File: config.mk
export PLATFORM = sky130hd
export DESIGN_NAME = bms_response_frame_decoder_core
export DESIGN_NICKNAME = d
export VERILOG_FILES = /design/src/design/bms_rfd_pkg.sv /design/src/design/bms_rfd_front.sv /design/src/design/bms_rfd_queue.sv /design/src/design/bms_rfd_back.sv /design/src/design/bms_response_frame_decoder_core.sv
export SDC_FILE = /design/constraint.sdc
export NUM_CORES = 1
export LEC_CHECK = 0
export BUFFER_PORTS_ARGS = -buffer_cell sky130_fd_sc_hd__buf_2
export CAP_MARGIN = 20
export CORE_MARGIN = 2
export CORE_UTILIZATION = 40
export DETAILED_ROUTE_END_ITERATION = 8
export PLACE_DENSITY = 0.58
export SYNTH_ARGS = -nofsm -noshare
export SYNTH_HDL_FRONTEND = slang
export SYNTH_SLANG_ARGS = --single-unit
File: constraint.sdc
create_clock -name i_clk -period 12.65 [get_ports i_clk]
set_input_delay 1.8975 -clock i_clk [delete_from_list [all_inputs] [get_ports i_clk]]
set_output_delay 1.8975 -clock i_clk [all_outputs]
set_load 0.05 [all_outputs]
File: src/design/bms_rfd_pkg.sv
package bms_rfd_pkg;

    localparam int MAX_FRAME_BYTES = 14;
    localparam int NUM_CELLS       = 16;

    localparam int CNT_W = 4;
    localparam logic [CNT_W-1:0] CNT_MAX  = '1;
    localparam logic [CNT_W-1:0] MAX_LEN  = CNT_W'(MAX_FRAME_BYTES);
    localparam logic [CNT_W-1:0] PRE_LEN  = CNT_W'(4);
    localparam logic [CNT_W-1:0] DATA_OFS = CNT_W'(6);

    localparam int NUM_DATA = 4;

    // "+RD," in ascii
    localparam logic [7:0] PREAMBLE [4] = '{8'h2B, 8'h52, 8'h44, 8'h2C};

    localparam int CFG_IDX_W = 2;
    localparam int CFG_DATA_W = 8;
    localparam logic [CFG_IDX_W-1:0] CFG_XOR_KEY     = 2'd0;
    localparam logic [CFG_IDX_W-1:0] CFG_DEVICE_TYPE = 2'd1;

    localparam logic DEV_A = 1'b0;
    localparam logic DEV_B = 1'b1;

    localparam int QUEUE_DEPTH = 2;
    localparam int QPTR_W      = $clog2(QUEUE_DEPTH);

    localparam int OUT_DATA_W = 64;

    typedef enum logic [2:0] {
        ST_OK,
        ST_BAD_LEN,
        ST_BAD_PRE,
        ST_NO_DATA,
        ST_UNHANDLED
    } t_status;

    typedef enum logic [3:0] {
        Q_SOC,
        Q_CAP_REM,
        Q_DESIGN_CAP,
        Q_FULL_CAP,
        Q_VOLT,
        Q_TEMP,
        Q_CURRENT,
        Q_TTE,
        Q_TTF,
        Q_SERIAL,
        Q_CYCLES,
        Q_DATE,
        Q_CELL
    } t_quantity;

    typedef struct packed {
        t_status                    status;
        logic                       dev_type;
        logic [NUM_DATA-1:0][7:0]   data;
    } t_frame;

    typedef struct packed {
        logic               charging;
        logic               value_valid;
        logic signed [24:0] scaled_value;
        logic [15:0]        raw_word;
        logic [3:0]         cell_number;
        t_quantity          quantity;
        logic [7:0]         command_code;
        t_status            status;
    } t_result;

endpackage

File: src/design/bms_rfd_front.sv
module bms_rfd_front (
    input  logic                                i_clk,
    input  logic                                i_rst_n,
    input  logic                                s_axis_tvalid,
    output logic                                s_axis_tready,
    input  logic [7:0]                          s_axis_tdata,
    input  logic                                s_axis_tlast,
    input  logic                                i_cfg_we,
    input  logic [bms_rfd_pkg::CFG_IDX_W-1:0]   i_cfg_index,
    input  logic [bms_rfd_pkg::CFG_DATA_W-1:0]  i_cfg_wdata,
    input  logic                                i_full,
    output logic                                o_push,
    output bms_rfd_pkg::t_frame                 o_frame
);
    import bms_rfd_pkg::*;

    function automatic logic [7:0] hex_val(input logic [7:0] ch);
        if (ch <= 8'h39) begin
            return ch - 8'h30;
        end
        return {5'd0, ch[2:0]} + 8'd9;
    endfunction

    logic [7:0]         r_xor_key;
    logic               r_dev_type;
    logic [CNT_W-1:0]   r_count;
    logic               r_pm;
    logic [3:0]         r_hold;
    logic [7:0]         r_data [NUM_DATA];

    logic               accept;
    logic [7:0]         ch;
    logic [7:0]         hv;
    logic               pre_pos;
    logic               n_pm;
    logic               hold_we;
    logic               data_we;
    logic [2:0]         half_pos;
    logic [1:0]         data_idx;
    logic [7:0]         byte_new;
    logic [7:0]         w_data [NUM_DATA];
    logic [CNT_W-1:0]   cnt_inc;
    logic [CNT_W-1:0]   n_minus;
    logic [2:0]         ndata;
    t_status            status;

    assign s_axis_tready = !i_full;
    assign accept        = s_axis_tvalid && s_axis_tready;
    assign o_push        = accept && s_axis_tlast;

    assign ch      = s_axis_tdata ^ r_xor_key;
    assign hv      = hex_val(ch);
    assign pre_pos = (r_count < PRE_LEN);
    assign n_pm    = r_pm && !(pre_pos && (ch != PREAMBLE[r_count[1:0]]));

    // even positions after the preamble hold the high nibble, odd ones through position 11 finish a byte
    assign hold_we  = !pre_pos && !r_count[0];
    assign data_we  = r_count[0] && (r_count >= CNT_W'(5)) && (r_count <= CNT_W'(11));
    assign half_pos = r_count[3:1] - 3'd2;
    assign data_idx = half_pos[1:0];
    assign byte_new = {r_hold, 4'd0} + hv;

    assign cnt_inc = (r_count == CNT_MAX) ? r_count : r_count + CNT_W'(1);
    assign n_minus = cnt_inc - DATA_OFS;
    assign ndata   = (cnt_inc >= DATA_OFS) ? n_minus[3:1] : 3'd0;

    always_comb begin
        for (int i = 0; i < NUM_DATA; i++) begin
            w_data[i] = (data_we && (data_idx == 2'(i))) ? byte_new : r_data[i];
        end
    end

    always_comb begin
        if ((cnt_inc > MAX_LEN) || cnt_inc[0]) begin
            status = ST_BAD_LEN;
        end else if ((cnt_inc < PRE_LEN) || !n_pm) begin
            status = ST_BAD_PRE;
        end else if (ndata == 3'd0) begin
            status = ST_NO_DATA;
        end else begin
            status = ST_OK;
        end
    end

    always_comb begin
        o_frame.status   = status;
        o_frame.dev_type = r_dev_type;
        for (int i = 0; i < NUM_DATA; i++) begin
            // bytes beyond the decoded ones read as zero
            o_frame.data[i] = (3'(i) < ndata) ? w_data[i] : 8'd0;
        end
    end

    always_ff @(posedge i_clk) begin
        if (!i_rst_n) begin
            r_xor_key  <= '0;
            r_dev_type <= DEV_A;
            r_count    <= '0;
            r_pm       <= 1'b1;
            r_hold     <= '0;
        end else begin
            if (i_cfg_we) begin
                case (i_cfg_index)
                    CFG_XOR_KEY: begin
                        r_xor_key <= i_cfg_wdata;
                    end
                    CFG_DEVICE_TYPE: begin
                        r_dev_type <= i_cfg_wdata[0];
                    end
                    default: begin
                    end
                endcase
            end
            if (accept) begin
                if (s_axis_tlast) begin
                    r_count <= '0;
                    r_pm    <= 1'b1;
                    r_hold  <= '0;
                end else begin
                    r_count <= cnt_inc;
                    r_pm    <= n_pm;
                    if (hold_we) begin
                        r_hold <= hv[3:0];
                    end
                end
            end
        end
    end

    always_ff @(posedge i_clk) begin
        if (accept && data_we) begin
            r_data[data_idx] <= byte_new;
        end
    end

endmodule

File: src/design/bms_rfd_queue.sv
module bms_rfd_queue (
    input  logic                    i_clk,
    input  logic                    i_rst_n,
    input  logic                    i_push,
    input  bms_rfd_pkg::t_frame     i_frame,
    output logic                    o_full,
    output logic                    o_valid,
    input  logic                    i_pop,
    output bms_rfd_pkg::t_frame     o_frame
);
    import bms_rfd_pkg::*;

    t_frame             r_mem [QUEUE_DEPTH];
    logic [QPTR_W-1:0]  r_wr_ptr;
    logic [QPTR_W-1:0]  r_rd_ptr;
    logic [QPTR_W:0]    r_count;

    assign o_full  = (r_count == (QPTR_W+1)'(QUEUE_DEPTH));
    assign o_valid = (r_count != '0);
    assign o_frame = r_mem[r_rd_ptr];

    always_ff @(posedge i_clk) begin
        if (!i_rst_n) begin
            r_wr_ptr <= '0;
            r_rd_ptr <= '0;
            r_count  <= '0;
        end else begin
            if (i_push) begin
                r_wr_ptr <= r_wr_ptr + QPTR_W'(1);
            end
            if (i_pop) begin
                r_rd_ptr <= r_rd_ptr + QPTR_W'(1);
            end
            if (i_push && !i_pop) begin
                r_count <= r_count + (QPTR_W+1)'(1);
            end else if (!i_push && i_pop) begin
                r_count <= r_count - (QPTR_W+1)'(1);
            end
        end
    end

    always_ff @(posedge i_clk) begin
        if (i_push) begin
            r_mem[r_wr_ptr] <= i_frame;
        end
    end

endmodule

File: src/design/bms_rfd_back.sv
module bms_rfd_back (
    input  logic                    i_clk,
    input  logic                    i_rst_n,
    input  logic                    i_valid,
    input  bms_rfd_pkg::t_frame     i_frame,
    output logic                    o_pop,
    output logic                    o_valid,
    input  logic                    i_ready,
    output bms_rfd_pkg::t_result    o_result
);
    import bms_rfd_pkg::*;

    // type A command codes
    localparam logic [7:0] A_SOC        = 8'd2;
    localparam logic [7:0] A_CAP_REM    = 8'd4;
    localparam logic [7:0] A_DESIGN_CAP = 8'd60;
    localparam logic [7:0] A_FULL_CAP   = 8'd6;
    localparam logic [7:0] A_VOLT       = 8'd8;
    localparam logic [7:0] A_TEMP       = 8'd12;
    localparam logic [7:0] A_CURRENT    = 8'd16;
    localparam logic [7:0] A_TTE        = 8'd24;
    localparam logic [7:0] A_TTF        = 8'd26;
    localparam logic [7:0] A_SERIAL     = 8'd40;
    localparam logic [7:0] A_CYCLES     = 8'd44;
    localparam logic [7:0] A_DATE       = 8'd72;
    // type B command codes
    localparam logic [7:0] B_SOC        = 8'd13;
    localparam logic [7:0] B_CAP_REM    = 8'd15;
    localparam logic [7:0] B_DESIGN_CAP = 8'd24;
    localparam logic [7:0] B_FULL_CAP   = 8'd16;
    localparam logic [7:0] B_VOLT       = 8'd9;
    localparam logic [7:0] B_TEMP       = 8'd8;
    localparam logic [7:0] B_CURRENT    = 8'd10;
    localparam logic [7:0] B_TTE        = 8'd18;
    localparam logic [7:0] B_TTF        = 8'd19;
    localparam logic [7:0] B_SERIAL     = 8'd28;
    localparam logic [7:0] B_CYCLES     = 8'd23;
    localparam logic [7:0] B_DATE       = 8'd27;
    localparam logic [7:0] B_CELL_LO    = 8'd47;
    localparam logic [7:0] B_CELL_HI    = 8'd62;

    localparam logic [15:0]        TIME_INVALID = 16'hFFFF;
    localparam logic signed [24:0] TEMP_OFFSET  = 25'sd27315;
    localparam logic [7:0]         MUL_ONE      = 8'd1;
    localparam logic [7:0]         MUL_TEN      = 8'd10;
    localparam logic [7:0]         MUL_SIXTY    = 8'd60;

    t_result            r_result;
    logic               r_valid;

    logic [7:0]         cmd;
    logic [15:0]        raw;
    logic [7:0]         cell_diff;
    logic               known;
    t_quantity          qty;
    logic [3:0]         cell_idx;
    logic               sign_ext;
    logic [15:0]        mul_src;
    logic [7:0]         mul_k;
    logic signed [16:0] mul_a;
    logic signed [8:0]  mul_b;
    logic signed [25:0] prod;
    logic signed [24:0] val;
    logic               time_bad;
    t_result            res;

    assign cmd       = i_frame.data[0];
    assign raw       = {i_frame.data[2], i_frame.data[1]};
    assign cell_diff = B_CELL_HI - cmd;

    always_comb begin
        known    = 1'b1;
        qty      = Q_SOC;
        cell_idx = 4'd0;
        if (i_frame.dev_type == DEV_A) begin
            case (cmd)
                A_SOC:        qty = Q_SOC;
                A_CAP_REM:    qty = Q_CAP_REM;
                A_DESIGN_CAP: qty = Q_DESIGN_CAP;
                A_FULL_CAP:   qty = Q_FULL_CAP;
                A_VOLT:       qty = Q_VOLT;
                A_TEMP:       qty = Q_TEMP;
                A_CURRENT:    qty = Q_CURRENT;
                A_TTE:        qty = Q_TTE;
                A_TTF:        qty = Q_TTF;
                A_SERIAL:     qty = Q_SERIAL;
                A_CYCLES:     qty = Q_CYCLES;
                A_DATE:       qty = Q_DATE;
                default:      known = 1'b0;
            endcase
        end else begin
            case (cmd)
                B_SOC:        qty = Q_SOC;
                B_CAP_REM:    qty = Q_CAP_REM;
                B_DESIGN_CAP: qty = Q_DESIGN_CAP;
                B_FULL_CAP:   qty = Q_FULL_CAP;
                B_VOLT:       qty = Q_VOLT;
                B_TEMP:       qty = Q_TEMP;
                B_CURRENT:    qty = Q_CURRENT;
                B_TTE:        qty = Q_TTE;
                B_TTF:        qty = Q_TTF;
                B_SERIAL:     qty = Q_SERIAL;
                B_CYCLES:     qty = Q_CYCLES;
                B_DATE:       qty = Q_DATE;
                default: begin
                    // cell voltages count down from the top code
                    if ((cmd >= B_CELL_LO) && (cmd <= B_CELL_HI)
                        && (cell_diff < 8'(NUM_CELLS))) begin
                        qty      = Q_CELL;
                        cell_idx = cell_diff[3:0];
                    end else begin
                        known = 1'b0;
                    end
                end
            endcase
        end
    end

    // one shared multiplier: operand and factor picked per quantity
    always_comb begin
        sign_ext = 1'b0;
        mul_src  = raw;
        mul_k    = MUL_ONE;
        case (qty)
            Q_SOC: begin
                mul_src = {8'd0, i_frame.data[1]};
            end
            Q_CAP_REM, Q_DESIGN_CAP, Q_FULL_CAP: begin
                mul_k = i_frame.data[3];
            end
            Q_TEMP: begin
                mul_k = MUL_TEN;
            end
            Q_CURRENT: begin
                sign_ext = 1'b1;
                if (i_frame.dev_type == DEV_A) begin
                    mul_k = MUL_TEN;
                end else if (i_frame.data[3] != 8'd0) begin
                    mul_k = i_frame.data[3];
                end
            end
            Q_TTE, Q_TTF: begin
                mul_k = MUL_SIXTY;
            end
            default: begin
            end
        endcase
    end

    assign mul_a    = $signed({sign_ext & mul_src[15], mul_src});
    assign mul_b    = $signed({1'b0, mul_k});
    assign prod     = mul_a * mul_b;
    assign time_bad = ((qty == Q_TTE) || (qty == Q_TTF)) && (raw == TIME_INVALID);
    assign val      = (qty == Q_TEMP) ? prod[24:0] - TEMP_OFFSET : prod[24:0];

    always_comb begin
        res = '0;
        res.status = i_frame.status;
        if (i_frame.status == ST_OK) begin
            res.command_code = cmd;
            res.raw_word     = raw;
            if (!known) begin
                res.status = ST_UNHANDLED;
            end else begin
                res.quantity     = qty;
                res.cell_number  = cell_idx;
                res.value_valid  = !time_bad;
                res.scaled_value = time_bad ? 25'sd0 : val;
                res.charging     = (qty == Q_CURRENT) && (val > 25'sd0);
            end
        end
    end

    assign o_pop    = i_valid && (!r_valid || i_ready);
    assign o_valid  = r_valid;
    assign o_result = r_result;

    always_ff @(posedge i_clk) begin
        if (!i_rst_n) begin
            r_valid <= 1'b0;
        end else if (o_pop) begin
            r_valid <= 1'b1;
        end else if (i_ready) begin
            r_valid <= 1'b0;
        end
    end

    always_ff @(posedge i_clk) begin
        if (o_pop) begin
            r_result <= res;
        end
    end

endmodule

File: src/design/bms_response_frame_decoder_core.sv
// a frame's result passes through the frame queue and then the result register before it is presented
// throughput: one byte per cycle unless the queue is full; frames of any length, down to one byte, follow back to back
// a two-entry frame queue sits between the byte front end and the result stage, so the
// input stalls only once two finished frames wait behind a result that is not taken
// reset (synchronous, active low) empties the queue and output, restarts the frame and
// clears xor key and device type to zero
module bms_response_frame_decoder_core (
    input  logic                                        i_clk,
    input  logic                                        i_rst_n,
    input  logic                                        s_axis_tvalid,
    output logic                                        s_axis_tready,
    // [7:0] rx_byte
    input  logic [7:0]                                  s_axis_tdata,
    input  logic                                        s_axis_tlast,
    output logic                                        m_axis_tvalid,
    input  logic                                        m_axis_tready,
    // [2:0] status, [10:3] command_code, [14:11] quantity, [18:15] cell_number,
    // [34:19] raw_word, [59:35] scaled_value, [60] value_valid, [61] charging, [63:62] zero
    output logic [bms_rfd_pkg::OUT_DATA_W-1:0]          m_axis_tdata,
    input  logic                                        i_cfg_we,
    input  logic [bms_rfd_pkg::CFG_IDX_W-1:0]           i_cfg_index,
    input  logic [bms_rfd_pkg::CFG_DATA_W-1:0]          i_cfg_wdata
);
    import bms_rfd_pkg::*;

    logic       push;
    logic       full;
    logic       q_valid;
    logic       pop;
    t_frame     front_frame;
    t_frame     head_frame;
    t_result    result;

    bms_rfd_front u_front (
        .i_clk          (i_clk),
        .i_rst_n        (i_rst_n),
        .s_axis_tvalid  (s_axis_tvalid),
        .s_axis_tready  (s_axis_tready),
        .s_axis_tdata   (s_axis_tdata),
        .s_axis_tlast   (s_axis_tlast),
        .i_cfg_we       (i_cfg_we),
        .i_cfg_index    (i_cfg_index),
        .i_cfg_wdata    (i_cfg_wdata),
        .i_full         (full),
        .o_push         (push),
        .o_frame        (front_frame)
    );

    bms_rfd_queue u_queue (
        .i_clk      (i_clk),
        .i_rst_n    (i_rst_n),
        .i_push     (push),
        .i_frame    (front_frame),
        .o_full     (full),
        .o_valid    (q_valid),
        .i_pop      (pop),
        .o_frame    (head_frame)
    );

    bms_rfd_back u_back (
        .i_clk      (i_clk),
        .i_rst_n    (i_rst_n),
        .i_valid    (q_valid),
        .i_frame    (head_frame),
        .o_pop      (pop),
        .o_valid    (m_axis_tvalid),
        .i_ready    (m_axis_tready),
        .o_result   (result)
    );

    assign m_axis_tdata = {(OUT_DATA_W - $bits(t_result))'(0), result};

    // a finished frame is always waiting in the queue the cycle after its last byte
    a_frame_queued: assert property (@(posedge i_clk) disable iff (!i_rst_n)
        s_axis_tvalid && s_axis_tready && s_axis_tlast |=> q_valid)
        else $error("finished frame missing from queue");

    a_bad_status_clear: assert property (@(posedge i_clk) disable iff (!i_rst_n)
        m_axis_tvalid && (result.status != ST_OK)
        |-> !result.value_valid && (result.scaled_value == '0) && !result.charging)
        else $error("failed frame carries a value");

    a_charging_current: assert property (@(posedge i_clk) disable iff (!i_rst_n)
        m_axis_tvalid && result.charging |-> (result.quantity == Q_CURRENT))
        else $error("charging flag on non-current result");

    a_reset_idle: assert property (@(posedge i_clk)
        !i_rst_n |=> !m_axis_tvalid && s_axis_tready)
        else $error("output or queue not empty after reset");

endmodule

==> impl_metrics.py, run 1 <==
metrics = {
    "floorplanning": {
        "fp.dieArea_sq_um": 38100,
        "start_util_pct": 40.3,
        "fp.dieW_microns": 195,
        "num_io_pins": 90,
        "design.core.area_sq_um": 36300,
        "die_y_microns": 195,
        "fp-row-count": 70,
    },
    "placed_design": {
        "place.port_buffers": 87,
        "dp.cells": 1981,
        "hpwlAfterDp_microns": 27100,
        "gp_congestion": 0.844,
    },
    "yosys": {
        "synth-edff-count": 164,
        "synthFlopType": "edfxtp_1",
        "ys_warn_count": 0,
        "synth-async-reset-ratio_pct": 0,
        "netlist_area_sq_um": 14600,
        "ys_seq_area_share_pct": 36.9,
        "ys_ff_latch": 188,
        "synth_area_per_cell_sq_um": 10.0,
        "ys_types": 92,
        "synthCells": 1460,
    },
    "run_status": {
        "status": "finished clean",
    },
    "setup_path": {
        "reg2reg_depth": 30,
        "worst_path_max_delay_cell": "nor2_1",
        "cp.depth": 30,
        "cp_num_buf_inv": 3,
        "cp_data_required_time_ns": 12.85,
        "cp_common_cell": "nor2_1",
        "critPathMaxStageDelay_ns": 0.85,
        "critPathLaunchType": "flip-flop",
        "worstPathArrival_ns": 10.76,
        "path_class": "reg -> reg",
        "cp_max_fo": 37,
        "crit_family": "simple AND/OR/NAND/NOR gates",
        "cp-end-kind": "flip-flop",
        "reg2reg_slack_ns": 2.09,
    },
    "cts": {
        "cts_buffer_depth": 2,
        "hold_buffers": 0,
        "cts_sinks": 188,
        "clkLatencyLatePin_ns": 0.46,
        "htreeDepth": 4,
        "clk_pin_slew_ns": 0.09,
        "tritoncts": "built",
        "post-cts-setup-buffers": 0,
        "root_buffer": "clkbuf_16",
        "post_cts_resized": 0,
        "cts_made_buffers": 17,
    },
    "detailed_routing": {
        "dr_wl_met3_microns": 1700,
        "drt-met1-wl_microns": 17000,
        "top_layer_used": "met4",
        "drc_errors": 0,
        "viasPerCell": 5.29,
        "via_count": 10700,
        "dr.pass1.iters": 7,
        "wl_met2_microns": 16300,
        "drtIter0Drc": 605,
        "final_antenna_net_count": 0,
        "post_drt_wl_per_cell_microns": 17.6,
        "wirelength_microns": 35400,
    },
    "sta": {
        "fin_skew_ns": 0.0178,
        "finalMaxSlewViolations": 0,
        "setup_tns_ns": 0,
        "hold_viol_final": 0,
        "tightest_slew_ns": 1.13,
        "timing.final.crit_share_pct": 83.5,
        "setup_viol": 0,
        "max_freq_mhz": 94.7,
        "period_needed_ns": 10.56,
        "rsz0062_at_grt": "no",
        "slew_headroom_pct": 24.6,
    },
    "global_routing": {
        "grt_pass1_vias": 10800,
        "antenna_found_initial": 0,
        "grt_overflow": 0,
        "grt_pass1_wl_microns": 58500,
        "grt_max_degree": 65,
        "track_usage_pct": 19.4,
    },
    "layout": {
        "antennaDiodeCount": 0,
        "fin_nets": 1731,
        "final_cells": 2014,
        "nFillCells": 3459,
        "area_growth_pct": 10.6,
        "drive_above_1_share_pct": 13.0,
    },
    "min_path": {
        "holdPathStages": 2,
        "hold_class": "reg -> reg",
    },
    "flow_run": {
        "max_cap_violations": 0,
    },
}
[state kept, by name (all words and copies together) (netlist names), named ones only]
name,cells
u_queue.r_count,2
u_queue.r_wr_ptr,1
u_front.r_pm,1
u_back.o_result,62
u_front.r_hold,4
u_front.r_data,32
u_queue.r_rd_ptr,1
u_front.r_dev_type,1
u_queue.r_mem,70
u_front.r_xor_key,8
u_back.o_valid,1
u_front.r_count,4
[metrics by stage]
stage / util (%) / instance area [sq um] / setup WS (ns) / hold WS, ns
3_3_place_gp: 42.8 / 15600 / 2.51 / 0.462
3_5_place_dp: 42.8 / 15600 / 2.30 / 0.474
6_report: 44.6 / 16200 / 2.09 / 0.489
2_1_floorplan: - / 14600 / 1.47 / 0.425
5_1_grt: 44.6 / 16200 / 1.31 / 0.544
4_1_cts: 44.5 / 16200 / 2.24 / 0.495
[synth_stat cells (all sizes together), types with 23 or more instances]
cell type / number / area [sq um]
xnor2: 42 / 368
and2: 25 / 164
nand2: 88 / 333
nor2: 226 / 856
dfxtp: 24 / 480
a21oi: 38 / 198
nor3: 31 / 160
mux2i: 55 / 554
edfxtp: 164 / 4920
nor2b: 29 / 181
or2: 23 / 146
ha: 67 / 838
clkbuf: 37 / 139
fa: 107 / 2140
o21ai: 52 / 260
inv: 174 / 653
[layer usage]
metal / global-route usage, % / vias up
met2: 31.8 / 265
met4: 4.30 / 0
met3: 2.94 / 35
met1: 27.4 / 5204
met5: 0 / -
li1: - / 5158
[placed cells by master (no fill, tap or decap), types with 5 or more instances in the layout]
master | netlist | final
nand2b_1 | 10 | 10
xnor2_1 | 42 | 42
nor4_1 | 10 | 9
a21oi_1 | 36 | 36
a31oi_1 | 9 | 9
buf_4 | 5 | 14
a211oi_1 | 18 | 18
inv_1 | 174 | 174
buf_2 | 0 | 88
nand3_1 | 16 | 16
o21ai_0 | 47 | 47
a21o_1 | 8 | 8
ha_1 | 67 | 67
a22oi_1 | 11 | 11
or2_2 | 22 | 22
nor3b_1 | 10 | 10
or3_1 | 12 | 12
nand3b_1 | 6 | 6
nor2b_1 | 29 | 29
a21boi_0 | 6 | 6
o21ai_1 | 5 | 5
clkbuf_16 | 0 | 17
o22ai_1 | 6 | 6
dfxtp_1 | 24 | 23
clkinv_8 | 0 | 5
nor3_1 | 30 | 30
and3_1 | 6 | 6
nand4_1 | 8 | 8
o211ai_1 | 7 | 7
and2_1 | 22 | 22
mux2i_1 | 54 | 54
fa_1 | 107 | 107
mux2_2 | 12 | 12
nor2_1 | 223 | 221
nand2_1 | 87 | 87
o21a_1 | 16 | 16
edfxtp_1 | 164 | 164
xor2_1 | 20 | 20
[path summary, 6_finish.rpt]
path,start,end
worst max-delay path,flip-flop,u_back.o_result[61]$_SDFFCE_PN0P_
worst min-delay path,u_front.r_pm$_SDFFE_PN1P_,u_front.r_pm$_SDFFE_PN1P_
worst min register to register,u_front.r_pm$_SDFFE_PN1P_,u_front.r_pm$_SDFFE_PN1P_
worst max register to register,flip-flop,u_back.o_result[61]$_SDFFCE_PN0P_
[worst reg2reg max path, delay by kind of cell, from the launching register on]
| family | cells | cell delay, ns |
|---|---|---|
| AOI/OAI and AO/OA | 8 | 2.54 |
| adders and majority gates | 6 | 2.88 |
| buffers and inverters | 3 | 0.24 |
| DFF | 1 | 0.82 |
| muxes | 1 | 0.53 |
| and+or+nand+nor | 12 | 3.28 |
[cell families after synthesis]
logic type / Yosys count / share of synthesized area (%)
AO/OA/AOI/OAI: 226 / 11.0
XOR/XNOR: 62 / 3.71
adder cells (fa/ha/maj): 174 / 20.4
buffers and inverters: 223 / 6.00
flip-flops: 188 / 36.9
multiplexers: 68 / 4.81
other: 1 / 0.0256
AND/OR/NAND/NOR: 518 / 17.2
[layout make-up]
type,instances,area (sq um),area share [%]
tap,468,586,3.62
clock inverter,15,196,1.21
sequential,188,5410,33.4
timing repair buffer,102,546,3.37
clock buffer,17,425,2.63
inverter,174,653,4.03
multi-input combinational,1050,8380,51.8
Power of run 1 is not shown: default switching activity piles up to over one toggle a cycle in this logic, so the estimate is an artifact.
==> run 2, diff against run 1 <==
Settings changed: PLACE_DENSITY 0.58 to 0.61.
Clock period 12.65 ns to 8.5 ns, I/O delays scaled along.
==> run 2 against run 1 <==
Register-to-register slack worse by 2.1 ns. Sequential cell count unchanged. Critical endpoint unchanged. Largest cell class unchanged. Non-clock buffer count up 182. Critical path type unchanged. Cell count up 9.1%. Critical path depth up 3. Worst hold slack worse by 0.0071 ns. Setup slack worse by 2.1 ns. First-iteration DRC count up 16%.
==> impl_metrics.py, run 2 (synthesis gave the netlist of run 1 again) <==
metrics = {
    "global_routing": {
        "grt_pass1_vias": 11500,
        "grt_max_degree": 65,
        "antenna_found_initial": 0,
        "top_usage_layer": "met2",
        "grt_pass1_wl_microns": 59800,
        "grt_overflow": 0,
        "globalRouteMet1Util_pct": 26.9,
        "track_usage_pct": 19.7,
        "grt_use_met2_pct": 32.8,
        "grtUsageMet3_pct": 3.13,
    },
    "cts": {
        "clk_pin_slew_ns": 0.07,
        "hold_buffers": 0,
        "cts_sinks": 188,
        "clkLatencyLatePin_ns": 0.45,
        "cts_made_buffers": 17,
        "tritoncts": "built",
        "root_buffer": "clkbuf_16",
        "cts_buffer_depth": 2,
        "htreeDepth": 4,
    },
    "floorplanning": {
        "num_io_pins": 90,
        "fp.dieArea_sq_um": 38100,
        "start_util_pct": 40.3,
        "fp.dieW_microns": 195,
        "design.core.area_sq_um": 36300,
        "fp-row-count": 70,
        "die_y_microns": 195,
    },
    "detailed_routing": {
        "drtIter0Drc": 699,
        "post_drt_wl_per_cell_microns": 17.0,
        "final_antenna_net_count": 0,
        "via_count": 11300,
        "drc_errors": 0,
        "wirelength_microns": 37400,
        "dr.pass1.iters": 5,
        "viasPerCell": 5.17,
    },
    "placed_design": {
        "gp_congestion": 0.937,
        "hpwlAfterDp_microns": 28600,
        "place.port_buffers": 87,
    },
    "layout": {
        "fin_nets": 1914,
        "multi_input_area_sq_um": 8990,
        "nFillCells": 3296,
        "layout_commonest_cell": "nor2_1",
        "antennaDiodeCount": 0,
        "drive_above_1_share_pct": 27.0,
        "area_growth_pct": 24.7,
        "regArea_sq_um": 5410,
        "layout_common_cells": "nor2_1, buf_4, inv_1",
        "largest_reg_flops": 70,
        "regMostFlops": "u_queue.r_mem",
    },
    "sta": {
        "fin_skew_ns": 0.0130,
        "tightest_slew_ns": 1.06,
        "slew_headroom_pct": 28.9,
        "hold_viol_final": 0,
        "max_freq_mhz": 118,
        "rsz0062_at_grt": "yes",
        "finalMaxSlewViolations": 0,
        "setup_viol": 0,
        "period_needed_ns": 8.49,
        "setup_tns_ns": 0,
        "timing.final.crit_share_pct": 99.9,
    },
    "min_path": {
        "holdPathStages": 2,
        "whs_endpoint": "u_front.r_pm$_SDFFE_PN1P_",
        "hold_class": "reg -> reg",
        "hp-start": "u_front.r_pm$_SDFFE_PN1P_",
    },
    "setup_path": {
        "reg2reg_slack_ns": 0.005,
        "cp_common_cell": "fa_1",
        "cp-end-kind": "flip-flop",
        "critPathMaxStageDelay_ns": 0.52,
        "cp_max_fo": 6,
        "cp_data_required_time_ns": 8.70,
        "worst_path_max_delay_cell": "fa_1",
        "worstPathArrival_ns": 8.69,
        "cp_num_buf_inv": 7,
        "path_class": "reg -> reg",
        "reg2reg_to": "u_back.o_result[61]$_SDFFCE_PN0P_",
        "reg2reg_depth": 33,
        "critPathLaunchType": "flip-flop",
        "crit_family": "adder cells",
    },
    "run_status": {
        "status": "finished clean",
    },
    "flow_run": {
        "max_cap_violations": 0,
    },
}
==> run 2: layout make-up <==
| class | count | share of cell area (%) |
|---|---|---|
| Clock buffer | 18 | 2.35 |
| Clock inverter | 14 | 0.699 |
| Inverter | 174 | 3.60 |
| Multi-Input combinational cell | 1051 | 49.3 |
| Sequential cell | 188 | 29.6 |
| Tap cell | 468 | 3.21 |
| Timing Repair Buffer | 284 | 11.2 |
==> run 2: tightest hold or removal path, stage by stage, from the launching register on <==
cell	delay, ns
dfxtp_1	0.33
nand2_1	0.05
nand4_1	0.08
==> run 2: how the worst max path moves through the flow <==
stage | start | end | slack (ns) | cells after the start
2_1_floorplan | flip-flop | u_back.o_result[61]$_SDFFCE_PN0P_ | -0.59 | 41
3_3_place_gp | flip-flop | u_back.o_result[61]$_SDFFCE_PN0P_ | 0.16 | 32
3_5_place_dp | flip-flop | u_back.o_result[61]$_SDFFCE_PN0P_ | 0.07 | 31
4_1_cts | flip-flop | u_back.o_result[61]$_SDFFCE_PN0P_ | 0.03 | 31
5_1_grt | flip-flop | u_back.o_result[61]$_SDFFCE_PN0P_ | -0.39 | 33
6_report | flip-flop | u_back.o_result[61]$_SDFFCE_PN0P_ | 0.005 | 33
==> run 2: per-layer routing <==
metal  up-vias  share of wire (%)
li1       5526                  -
met1      5529                 46
met2       253                 48
met3        40                3.8
met4         0                1.7
met5         -                  0
==> run 2: repair_timing <==
action,4_1_cts,5_1_grt
resized for setup,0,92
setup endpoints to repair,0,8
hold endpoints to repair,0,0
buffers inserted,0,31
==> run 2: per-stage QoR <==
step                      instance area (sq um)  hold slack (ns)  utilization (%)  instances  setup WS [ns]
after floorplan                           15000            0.425                -       1461         -0.586
after global placement                    16900            0.461             46.5       2129          0.157
after detailed placement                  16900            0.472             46.5       2129         0.0682
after CTS                                 17500            0.491             48.0       2161         0.0306
after global routing                      18300            0.522             50.2       2197         -0.386
final                                     18300            0.482             50.2       2197        0.00539
Power of run 2 is left out for the same reason.
==> run 3, diff against run 2 <==
Settings changed: ABC_AREA from default to 1, CORE_MARGIN 2 to 3, RECOVER_POWER from default to 25.
==> run 3 against run 2 <==
The run now ends with max-capacitance violations, max-slew violations left. Cell count increased by 5.4%. Die area increased by 2.2%. Non-clock buffer count decreased by 164. Sequential share of layout area increased by 3.2 points. Critical path depth increased by 15. Via count decreased by 1.8%. Clock-buffer cell count decreased by 1. First-iteration DRC count increased by 3.1%. Clock skew increased by 0.0054 ns. Setup slack improved by 0.53 ns. Critical path type unchanged. Critical endpoint unchanged. Largest cell class unchanged.
==> impl_metrics.py, run 3 <==
metrics = {
    "cts": {
        "tritoncts": "built",
        "clk_pin_slew_ns": 0.08,
        "root_buffer": "clkbuf_16",
        "cts_made_buffers": 17,
        "htreeDepth": 4,
        "cts_sinks": 188,
        "cts_buffer_depth": 2,
        "clkLatencyLatePin_ns": 0.45,
    },
    "yosys": {
        "synthCells": 1730,
        "synth-async-reset-ratio_pct": 0,
        "yosys.area.top_type": "edfxtp_1",
        "synth_area_per_cell_sq_um": 8.47,
        "synth_top_area_share_pct": 33.6,
        "ys_warn_count": 0,
        "synth-edff-count": 164,
        "ys_types": 53,
        "synth_commonest_cells": "nand2_1, inv_1, nor2_1, edfxtp_1, fa_1",
        "netlist_area_sq_um": 14700,
        "synthFlopType": "edfxtp_1",
        "synth.top_cells.by_area": "edfxtp_1, fa_1, nand2_1, inv_1, nor2_1",
        "synth.most_common_cell": "nand2_1",
        "ys_ff_latch": 188,
        "ys_seq_area_share_pct": 36.9,
    },
    "sta": {
        "timing.final.crit_share_pct": 93.7,
        "setup_viol": 0,
        "period_needed_ns": 7.97,
        "max_freq_mhz": 126,
        "hold_viol_final": 0,
        "finalMaxSlewViolations": 68,
        "slew_headroom_pct": -142,
        "setup_tns_ns": 0,
        "rsz0062_at_grt": "no",
        "tightest_slew_ns": 3.63,
        "fin_skew_ns": 0.0184,
    },
    "global_routing": {
        "globalRouteMet1Util_pct": 24.7,
        "grt_use_met2_pct": 29.2,
        "grt_pass1_vias": 11000,
        "top_usage_layer": "met2",
        "track_usage_pct": 17.7,
        "grt_overflow": 0,
        "grtUsageMet3_pct": 2.59,
        "grt_max_degree": 68,
        "antenna_found_initial": 0,
        "grt_pass1_wl_microns": 55500,
    },
    "setup_path": {
        "cp_common_cell": "nand2_1",
        "worstPathArrival_ns": 8.16,
        "path_class": "reg -> reg",
        "reg2reg_to": "u_back.o_result[61]$_SDFFCE_PN0P_",
        "cp_data_required_time_ns": 8.70,
        "cp_max_fo": 12,
        "critPathLaunchType": "flip-flop",
        "worst_path_max_delay_cell": "fa_1",
        "reg2reg_slack_ns": 0.53,
        "critPathMaxStageDelay_ns": 0.56,
        "reg2reg_depth": 48,
        "cp-end-kind": "flip-flop",
    },
    "layout": {
        "regMostFlops": "u_queue.r_mem",
        "layout_common_cells": "nand2_1, inv_1, nor2_1",
        "fin_nets": 2039,
        "layout_commonest_cell": "nand2_1",
        "largest_reg_flops": 70,
        "drive_above_1_share_pct": 14.3,
        "antennaDiodeCount": 0,
        "area_growth_pct": 12.5,
    },
    "floorplanning": {
        "fp.dieW_microns": 197,
        "start_util_pct": 40.9,
        "fp-row-count": 69,
        "die_y_microns": 197,
        "fp.dieArea_sq_um": 39000,
        "design.core.area_sq_um": 35800,
        "num_io_pins": 90,
    },
    "placed_design": {
        "gp_congestion": 0.916,
        "place.port_buffers": 87,
        "hpwlAfterDp_microns": 26100,
    },
    "detailed_routing": {
        "post_drt_wl_per_cell_microns": 14.4,
        "dr.pass1.iters": 5,
        "viasPerCell": 4.81,
        "drc_errors": 0,
        "final_antenna_net_count": 0,
        "via_count": 11100,
        "drtIter0Drc": 721,
        "wirelength_microns": 33400,
    },
    "min_path": {
        "hp-start": "u_queue.r_rd_ptr$_SDFFE_PN0P_",
        "hold_class": "reg -> reg",
        "holdPathStages": 1,
    },
    "run_status": {
        "violations": "max-capacitance violations, max-slew violations",
        "status": "finished, violations left",
    },
    "flow_run": {
        "max_cap_violations": 1,
    },
}
## run 3: routing by layer
layer	wire length [microns]	part of all wire [%]
met2	15700	47
met3	1380	4.1
met4	443	1.3
met1	15900	48
met5	0	0
## run 3: layout make-up
class / instances / area, sq um
Inverter: 360 / 1360
Fill cell: 3406 / 19300
Timing Repair Buffer: 120 / 683
Clock inverter: 15 / 186
Clock buffer: 17 / 425
Multi-Input combinational cell: 1154 / 7840
Sequential cell: 188 / 5410
Tap cell: 461 / 577
## run 3: timing repair
item	in CTS	in global routing
resized for setup	0	38
setup endpoints to repair	0	12
hold buffers	0	0
setup buffers	0	6
## run 3: logic make-up (layout without fill, tap and decap cells)
group / Yosys count / count (layout) / synth area share (%)
compound gates: 168 / 168 / 6.31
xor+xnor: 41 / 41 / 2.50
buf+inv: 390 / 512 / 10.6
fa+ha+maj: 174 / 174 / 20.3
other cells: 1 / 2 / 0.0256
simple gates: 756 / 757 / 22.6
mux: 12 / 12 / 0.820
flops: 188 / 188 / 36.9
## run 3: stage by stage
step	util, %	cell area (sq um)	instances	hold WS [ns]	worst slack (ns)
global route	46.0	16500	2315	0.483	0.0253
CTS	45.5	16300	2308	0.463	0.258
global placement	43.8	15700	2276	0.438	0.374
finish	46.0	16500	2315	0.460	0.532
detailed placement	43.8	15700	2276	0.449	0.267
floorplan	-	14700	1731	0.420	1.04
## run 3: critical path: cells and delay by family (launching register included)
family | cells | cell delay (ns)
buffers and inverters | 8 | 0.92
adders and majority gates | 6 | 2.53
AOI/OAI and AO/OA | 4 | 0.64
DFF | 1 | 0.38
and+or+nand+nor | 30 | 3.23
## run 3: worst max path at each step
stage | to | slack [ns] | depth (start not counted) | start
finish | u_back.o_result[61]$_SDFFCE_PN0P_ | 0.53 | 48 | flip-flop
global route | u_back.o_result[61]$_SDFFCE_PN0P_ | 0.03 | 44 | flip-flop
CTS | u_back.o_result[61]$_SDFFCE_PN0P_ | 0.26 | 45 | flip-flop
detailed placement | u_back.o_result[61]$_SDFFCE_PN0P_ | 0.27 | 44 | flip-flop
global placement | u_back.o_result[61]$_SDFFCE_PN0P_ | 0.37 | 45 | flip-flop
floorplan | u_back.o_result[61]$_SDFFCE_PN0P_ | 1.04 | 48 | flip-flop
Power of run 3 is left out for the same reason.
